===== src/rtl/pokt_pkg.sv =====
// Shared types and codes for the parent-ordered key table.
// No dependencies. Used by the table core and its port checker.
`timescale 1ns / 1ps
`default_nettype none
package pokt_pkg;

  localparam int KEY_BITS     = 16;
  localparam int PAYLOAD_BITS = 32;
  localparam int COUNT_BITS   = 5;

  typedef enum logic [1:0] {
    CMD_INSERT = 2'd0,
    CMD_FIND   = 2'd1,
    CMD_DELETE = 2'd2,
    CMD_DUMP   = 2'd3
  } cmd_t;

  typedef enum logic [2:0] {
    ST_OK        = 3'd0,
    ST_FULL      = 3'd1,
    ST_ZERO_KEY  = 3'd2,
    ST_DUPLICATE = 3'd3,
    ST_NO_PARENT = 3'd4,
    ST_EMPTY     = 3'd5,
    ST_NOT_FOUND = 3'd6
  } status_t;

  typedef struct packed {
    cmd_t                           command;
    logic signed [KEY_BITS-1:0]     key;
    logic signed [KEY_BITS-1:0]     parent;
    logic        [PAYLOAD_BITS-1:0] payload;
  } in_item_t;

  typedef struct packed {
    status_t                        status;
    logic signed [KEY_BITS-1:0]     entry_key;
    logic signed [KEY_BITS-1:0]     entry_parent;
    logic        [PAYLOAD_BITS-1:0] entry_payload;
    logic        [COUNT_BITS-1:0]   entry_count;
    logic                           last;
  } out_item_t;

  typedef struct packed {
    logic signed [KEY_BITS-1:0]     key;
    logic signed [KEY_BITS-1:0]     parent;
    logic        [PAYLOAD_BITS-1:0] payload;
  } entry_t;

endpackage
`default_nettype wire


===== src/rtl/parent_ordered_key_table_core.sv =====
// Parent-ordered key table: one entry memory walked by a small sequencer.
// Insert and find walk the entries, and insert then shifts entries up; delete
// runs an insertion sort over the memory; dump walks every entry.
// One item at a time; the single memory read port sets the pace.
// Reset (rst, synchronous): table empty, output register empty; memory keeps
// its contents but is never read beyond the fill count.
`timescale 1ns / 1ps
`default_nettype none
module parent_ordered_key_table_core
  import pokt_pkg::*;
#(
  parameter int TABLE_DEPTH = 16
) (
  input  wire logic      clk,
  input  wire logic      rst,
  input  wire logic      in_valid,
  output logic           in_stall,
  input  wire in_item_t  in,
  output logic           out_valid,
  input  wire logic      out_stall,
  output out_item_t      out
);

  localparam int IDX_W = $clog2(TABLE_DEPTH);
  localparam int CNT_W = $clog2(TABLE_DEPTH + 1);
  localparam logic [CNT_W-1:0] DEPTH_C = CNT_W'(TABLE_DEPTH);

  typedef enum logic [16:0] {
    S_IDLE        = 17'h00001,
    S_SCAN_RD     = 17'h00002,
    S_SCAN_CHK    = 17'h00004,
    S_INS_RD      = 17'h00008,
    S_INS_CHK     = 17'h00010,
    S_INS_PUT     = 17'h00020,
    S_ZERO_RD     = 17'h00040,
    S_ZERO_WR     = 17'h00080,
    S_SORT_RD     = 17'h00100,
    S_SORT_TMP    = 17'h00200,
    S_SORT_CMP_RD = 17'h00400,
    S_SORT_CMP    = 17'h00800,
    S_DEL_RD      = 17'h01000,
    S_DEL_WR      = 17'h02000,
    S_DUMP_RD     = 17'h04000,
    S_DUMP_OUT    = 17'h08000,
    S_DONE        = 17'h10000
  } state_t;

  typedef enum logic [4:0] {
    P_DUP  = 5'b00001,
    P_PAR  = 5'b00010,
    P_FIND = 5'b00100,
    P_DEL  = 5'b01000,
    P_POS  = 5'b10000
  } phase_t;

  state_t          state;
  phase_t          phase;
  in_item_t        cur;
  logic [CNT_W-1:0] used;
  logic [CNT_W-1:0] i;
  logic [CNT_W-1:0] j;
  logic signed [KEY_BITS-1:0] scan_key;
  entry_t          tmp;
  status_t         res_status;
  entry_t          res_entry;

  entry_t          mem [TABLE_DEPTH];
  entry_t          rdata;
  logic            rd_en;
  logic [IDX_W-1:0] raddr;
  logic            we;
  logic [IDX_W-1:0] waddr;
  entry_t          wdata;

  logic [CNT_W-1:0] im1, jm1, ip1;
  logic            out_free;
  logic            out_load;
  logic            ins_gt, sort_gt;
  entry_t          new_entry, zeroed;

  assign im1 = i - 1'b1;
  assign jm1 = j - 1'b1;
  assign ip1 = i + 1'b1;
  assign out_free = !out_valid || !out_stall;
  assign out_load = out_free && ((state == S_DONE) || (state == S_DUMP_OUT));
  assign in_stall = (state != S_IDLE);
  assign ins_gt  = $signed(rdata.parent) > $signed(cur.parent);
  assign sort_gt = $signed(rdata.parent) > $signed(tmp.parent);
  assign new_entry = '{key: cur.key, parent: cur.parent, payload: cur.payload};

  always_comb begin
    zeroed = rdata;
    zeroed.parent = '0;
  end

  // memory port control
  always_comb begin
    rd_en = 1'b0;
    raddr = i[IDX_W-1:0];
    we    = 1'b0;
    waddr = i[IDX_W-1:0];
    wdata = rdata;
    case (state)
      S_SCAN_RD, S_ZERO_RD: begin
        rd_en = (i != used);
      end
      S_INS_RD: begin
        rd_en = (i != '0);
        raddr = im1[IDX_W-1:0];
      end
      S_INS_CHK: begin
        we = ins_gt;
      end
      S_INS_PUT: begin
        we    = 1'b1;
        wdata = new_entry;
      end
      S_ZERO_WR: begin
        we    = (rdata.parent == cur.key);
        wdata = zeroed;
      end
      S_SORT_RD: begin
        rd_en = (i < used);
      end
      S_SORT_CMP_RD: begin
        waddr = j[IDX_W-1:0];
        wdata = tmp;
        raddr = jm1[IDX_W-1:0];
        we    = (j == '0);
        rd_en = (j != '0);
      end
      S_SORT_CMP: begin
        we    = 1'b1;
        waddr = j[IDX_W-1:0];
        wdata = sort_gt ? rdata : tmp;
      end
      S_DEL_RD: begin
        rd_en = (ip1 < used);
        raddr = ip1[IDX_W-1:0];
      end
      S_DEL_WR: begin
        we = 1'b1;
      end
      S_DUMP_RD: begin
        rd_en = 1'b1;
      end
      default: begin
      end
    endcase
  end

  always_ff @(posedge clk) begin
    if (we) begin
      mem[waddr] <= wdata;
    end
    if (rd_en) begin
      rdata <= mem[raddr];
    end
  end

  always_ff @(posedge clk) begin
    if (rst) begin
      state     <= S_IDLE;
      used      <= '0;
      out_valid <= 1'b0;
    end else begin
      if (out_load) begin
        out_valid <= 1'b1;
      end else if (out_valid && !out_stall) begin
        out_valid <= 1'b0;
      end
      case (state)
        S_IDLE: begin
          if (in_valid) begin
            cur        <= in;
            scan_key   <= in.key;
            i          <= '0;
            res_entry  <= '0;
            res_status <= ST_OK;
            case (in.command)
              CMD_INSERT: begin
                phase <= P_DUP;
                if (used >= DEPTH_C) begin
                  res_status <= ST_FULL;
                  state      <= S_DONE;
                end else if (in.key == '0) begin
                  res_status <= ST_ZERO_KEY;
                  state      <= S_DONE;
                end else begin
                  state <= S_SCAN_RD;
                end
              end
              CMD_FIND: begin
                phase <= P_FIND;
                if (in.key == '0) begin
                  res_status <= ST_ZERO_KEY;
                  state      <= S_DONE;
                end else begin
                  state <= S_SCAN_RD;
                end
              end
              CMD_DELETE: begin
                phase <= P_DEL;
                if (used == '0) begin
                  res_status <= ST_EMPTY;
                  state      <= S_DONE;
                end else if (in.key == '0) begin
                  res_status <= ST_ZERO_KEY;
                  state      <= S_DONE;
                end else begin
                  state <= S_SCAN_RD;
                end
              end
              CMD_DUMP: begin
                if (used == '0) begin
                  res_status <= ST_EMPTY;
                  state      <= S_DONE;
                end else begin
                  state <= S_DUMP_RD;
                end
              end
              default: state <= S_IDLE;
            endcase
          end
        end

        S_SCAN_RD: begin
          if (i != used) begin
            state <= S_SCAN_CHK;
          end else begin
            // key not present
            case (phase)
              P_DUP: begin
                if (cur.parent == '0) begin
                  i     <= used;
                  state <= S_INS_RD;
                end else begin
                  scan_key <= cur.parent;
                  phase    <= P_PAR;
                  i        <= '0;
                end
              end
              P_PAR: begin
                res_status <= ST_NO_PARENT;
                state      <= S_DONE;
              end
              default: begin
                res_status <= ST_NOT_FOUND;
                state      <= S_DONE;
              end
            endcase
          end
        end

        S_SCAN_CHK: begin
          if (rdata.key == scan_key) begin
            case (phase)
              P_DUP: begin
                res_status <= ST_DUPLICATE;
                state      <= S_DONE;
              end
              P_PAR: begin
                i     <= used;
                state <= S_INS_RD;
              end
              P_FIND: begin
                res_entry <= rdata;
                state     <= S_DONE;
              end
              P_DEL: begin
                i     <= '0;
                state <= S_ZERO_RD;
              end
              default: begin
                // i already holds the slot to remove
                state <= S_DEL_RD;
              end
            endcase
          end else begin
            i     <= ip1;
            state <= S_SCAN_RD;
          end
        end

        S_INS_RD: begin
          state <= (i == '0) ? S_INS_PUT : S_INS_CHK;
        end

        S_INS_CHK: begin
          if (ins_gt) begin
            i     <= im1;
            state <= S_INS_RD;
          end else begin
            state <= S_INS_PUT;
          end
        end

        S_INS_PUT: begin
          used  <= used + 1'b1;
          state <= S_DONE;
        end

        S_ZERO_RD: begin
          if (i != used) begin
            state <= S_ZERO_WR;
          end else begin
            i     <= CNT_W'(1);
            state <= S_SORT_RD;
          end
        end

        S_ZERO_WR: begin
          i     <= ip1;
          state <= S_ZERO_RD;
        end

        S_SORT_RD: begin
          if (i < used) begin
            state <= S_SORT_TMP;
          end else begin
            scan_key <= cur.key;
            phase    <= P_POS;
            i        <= '0;
            state    <= S_SCAN_RD;
          end
        end

        S_SORT_TMP: begin
          tmp   <= rdata;
          j     <= i;
          state <= S_SORT_CMP_RD;
        end

        S_SORT_CMP_RD: begin
          if (j == '0) begin
            i     <= ip1;
            state <= S_SORT_RD;
          end else begin
            state <= S_SORT_CMP;
          end
        end

        S_SORT_CMP: begin
          if (sort_gt) begin
            j     <= jm1;
            state <= S_SORT_CMP_RD;
          end else begin
            i     <= ip1;
            state <= S_SORT_RD;
          end
        end

        S_DEL_RD: begin
          if (ip1 < used) begin
            state <= S_DEL_WR;
          end else begin
            used  <= used - 1'b1;
            state <= S_DONE;
          end
        end

        S_DEL_WR: begin
          i     <= ip1;
          state <= S_DEL_RD;
        end

        S_DUMP_RD: begin
          state <= S_DUMP_OUT;
        end

        S_DUMP_OUT: begin
          if (out_free) begin
            out.status        <= ST_OK;
            out.entry_key     <= rdata.key;
            out.entry_parent  <= rdata.parent;
            out.entry_payload <= rdata.payload;
            out.entry_count   <= COUNT_BITS'(used);
            out.last          <= (ip1 == used);
            i                 <= ip1;
            state             <= (ip1 == used) ? S_IDLE : S_DUMP_RD;
          end
        end

        S_DONE: begin
          if (out_free) begin
            out.status        <= res_status;
            out.entry_key     <= res_entry.key;
            out.entry_parent  <= res_entry.parent;
            out.entry_payload <= res_entry.payload;
            out.entry_count   <= COUNT_BITS'(used);
            out.last          <= 1'b1;
            state             <= S_IDLE;
          end
        end

        default: state <= S_IDLE;
      endcase
    end
  end

endmodule
`default_nettype wire


===== config.mk =====
export PLATFORM = sky130hd
export DESIGN_NAME = parent_ordered_key_table_core
export DESIGN_NICKNAME = d
export VERILOG_FILES = /design/src/rtl/pokt_pkg.sv /design/src/rtl/parent_ordered_key_table_core.sv
export SDC_FILE = /design/constraint.sdc
export NUM_CORES = 2
export LEC_CHECK = 0
export BUFFER_PORTS_ARGS = -buffer_cell sky130_fd_sc_hd__buf_2
export CAP_MARGIN = 20
export CELL_PAD_IN_SITES_DETAIL_PLACEMENT = 0
export CELL_PAD_IN_SITES_GLOBAL_PLACEMENT = 1
export CORE_MARGIN = 3
export CORE_UTILIZATION = 53
export DETAILED_ROUTE_END_ITERATION = 10
export PLACE_DENSITY_LB_ADDON = 0.1
export SYNTH_ARGS = -nofsm -noshare
export SYNTH_HDL_FRONTEND = slang
export SYNTH_SLANG_ARGS = --single-unit

===== constraint.sdc =====
create_clock -name clk -period 8.95 [get_ports clk]
set_input_delay 0.895 -clock clk [delete_from_list [all_inputs] [get_ports clk]]
set_output_delay 0.895 -clock clk [all_outputs]
set_load 0.05 [all_outputs]

==> summary.txt <==
run status: finished clean
CP Launch Type: flip-flop
Register Area: 0.0421 mm²
Final Max Slew Viols: 0
Worst Tran Pin Value: 1.12 ns
static leakage: 23.1 nW
cell depth of the worst setup path: 11
Worst Path Required: 9.30 ns
CTS buffer count: 144
Synth Instances: 4084
synthesized flop and latch total: 1410
Post CTS Setup Buffer Count: 0
crit path buf inv count: 2
worst skew pair latency: 0.75 ns
global-route wire length before repair: 230000 µm
Min-Delay Path Class: input port to flip-flop
Critical Path Fanout Max: 54
Yosys cell types: 72
GP Congestion: 0.894
placed inst area: 0.0600 mm²
Congestion Overflow GR: 0
Fillers: 8354
Seq pwr share: 0.469
fin area: 0.0646 mm²
FF-to-FF path depth: 11
Final period util: 0.592
row count: 120
final net count: 4350
gr usage total: 0.280
slew margin rel.: 0.254
Post-synth EDFFs: 1387
Int Power: 11.7 mW
FMAX: 189 MHz
synth warn: 0
VDD IR max: 0.169 mV
drt pass-1 iters: 7
routed vias/inst: 6.07
IO Port Bufs: 144
kind of critical path: flip-flop to flip-flop
total number of vias: 34800
Area Overhead vs Synth: 12.0%
post_cts resized: 0
shortest period the worst path allows: 5.29 ns
unrepaired setup endpoints after global routing: false
Net Sw Frac: 0.278
Critical Path AT: 5.64 ns
CTS clk-pin slew, worst paths: 0.06 ns
H-tree Lvls: 4
clk_skew: 0.0362 ns
CP Cell Sequence: ha_1 > a21o_1 > a21o_1 > a21oi_1 > o31ai_1 > a2111oi_0 > o21ai_0 > and4_1 > buf_4 > nor3_2 > buf_4
top-area cell type share of the netlist area: 0.722
kind of cell adding the most delay to the critical path: compound AO/OA/AOI/OAI gates
maximum capacitance violations: 0
Placed Cells: 5478
Multi-input gate area: 0.0145 mm²
final cell count without fillers: 5739
Crit-path slowest cell: buf_4
Post-Syn Nets: 4209
initial antenna violation count: 9
post-route setup slack: 3.66 ns
Async S/R FF share, synth: 0
core area: 0.108 mm²
P_sw: 4.50 mW
HPWL after DPL: 91000 µm
Post-Route WL: 158000 µm
Avg WL per Cell: 27.5 µm
Final Hold Fails: 0
Synth Flop Type: edfxtp_1
hold depth: 1
largest net degree at the start of global routing: 170
crit end category: flip-flop
pwr dens: 251 mW/mm²
mapped cell area: 0.0577 mm²
fraction of layout cells with a size suffix above 1: 0.122
Die Width: 336 µm
most common cell after layout, fill and taps aside: edfxtp_1
hold slack: 0.332 ns
# setup viols final: 0
Root Buffer: clkbuf_16
die area: 0.113 mm²
largest area contributor in the netlist: edfxtp_1
Avg Cell Area, Syn: 14.1 µm²
CTS tree: yes
CP max stage delay: 0.92 ns
synth top area cells: edfxtp_1 (72%), nand2_1 (5.4%), mux2i_1 (3.3%), nand3_1 (2.9%), and2_1 (1.5%)
Post-route DRC: 0
setup TNS: 0 ns
worst slack, placed: 3.62 ns
Logic pwr share: 0.168
antenna-violating nets left: 0
vias in the first global route: 33600
most frequent cells in the layout: edfxtp_1 (1387), nand2_1 (831), nand3_1 (338)
initial core utilization: 0.536
clock power share: 0.363
Post-CTS Hold Fix Bufs: 0
clk sinks: 1410
sequential area share after synthesis: 0.730
DR iter-0 viols: 3768
Clock Path Buffers: 3
I/O pins: 145
Die Y: 336 µm
==> sequential cells by signal, indices dropped and copies added (netlist names) <==
register,cells
mem,1024
out,73
cur,64
rdata,64
res_entry,64
tmp,64
state,17
scan_key,16
i,5
j,5
phase,5
used,5
res_status,3
out_valid,1
==> logic make-up after synthesis <==
family	Yosys count	synth area share
buf+inv	288	0.0216
xor+xnor	45	0.00683
mux	255	0.0456
compound gates	472	0.0587
flops	1410	0.730
fa+ha+maj	55	0.0121
simple gates	1559	0.125
==> power groups by stage <==
stage,Clock [mW],Combinational (mW),Sequential [mW]
4_1_cts,5.95,2.71,7.59
2_1_floorplan,0,1.77,7.71
5_1_grt,6.22,2.95,7.60
3_5_place_dp,0,2.70,7.73
6_report,5.86,2.72,7.59
3_3_place_gp,0,2.69,7.72
==> cells in the mapped netlist (16+ instances only) <==
cell type and number:
a211o_1 65, a21oi_1 154, a22oi_1 18, a32oi_1 65, and2_1 136, buf_2 49
buf_4 16, clkbuf_1 152, dfxtp_1 23, edfxtp_1 1387, ha_1 54, inv_1 57
mux2_2 63, mux2i_1 192, nand2_1 831, nand3_1 338, nand4_1 17, nor2_1 55
nor2b_1 58, nor3_1 38, nor4_1 20, o21ai_0 17, o311ai_1 63, xor2_1 36
==> cell type report <==
type | instances | share of cell area
Antenna cell | 1 | 0.0000388
Clock buffer | 178 | 0.0604
Timing Repair Buffer | 226 | 0.0220
Sequential cell | 1410 | 0.652
Clock inverter | 78 | 0.0102
Tap cell | 1403 | 0.0272
Multi-Input combinational cell | 2386 | 0.225
Inverter | 57 | 0.00331
==> per-stage QoR <==
step            util  power (mW)
2_1_floorplan      -        9.48
3_3_place_gp   0.558        10.4
3_5_place_dp   0.558        10.4
4_1_cts        0.600        16.3
5_1_grt        0.601        16.8
6_report       0.601        16.2
==> final timing paths <==
check	slack (ns)	end	from
worst max-delay path	3.66	mem[5][28]	rdata[37]
worst min-delay path	0.33	cur[5]	in[5]
worst max register to register	3.66	mem[5][28]	rdata[37]
worst min register to register	0.48	tmp[32]	rdata[32]
==> per-layer routing <==
layer | vias to the layer above | share of wire | GRT usage
met1 | 17500 | 0.44 | 0.419
met4 | 4 | 0.026 | 0.0818
li1 | 15600 | - | -
met2 | 1500 | 0.44 | 0.416
met5 | - | 0.00014 | 0
met3 | 245 | 0.088 | 0.0617
Power figures use the tool's default switching activity.
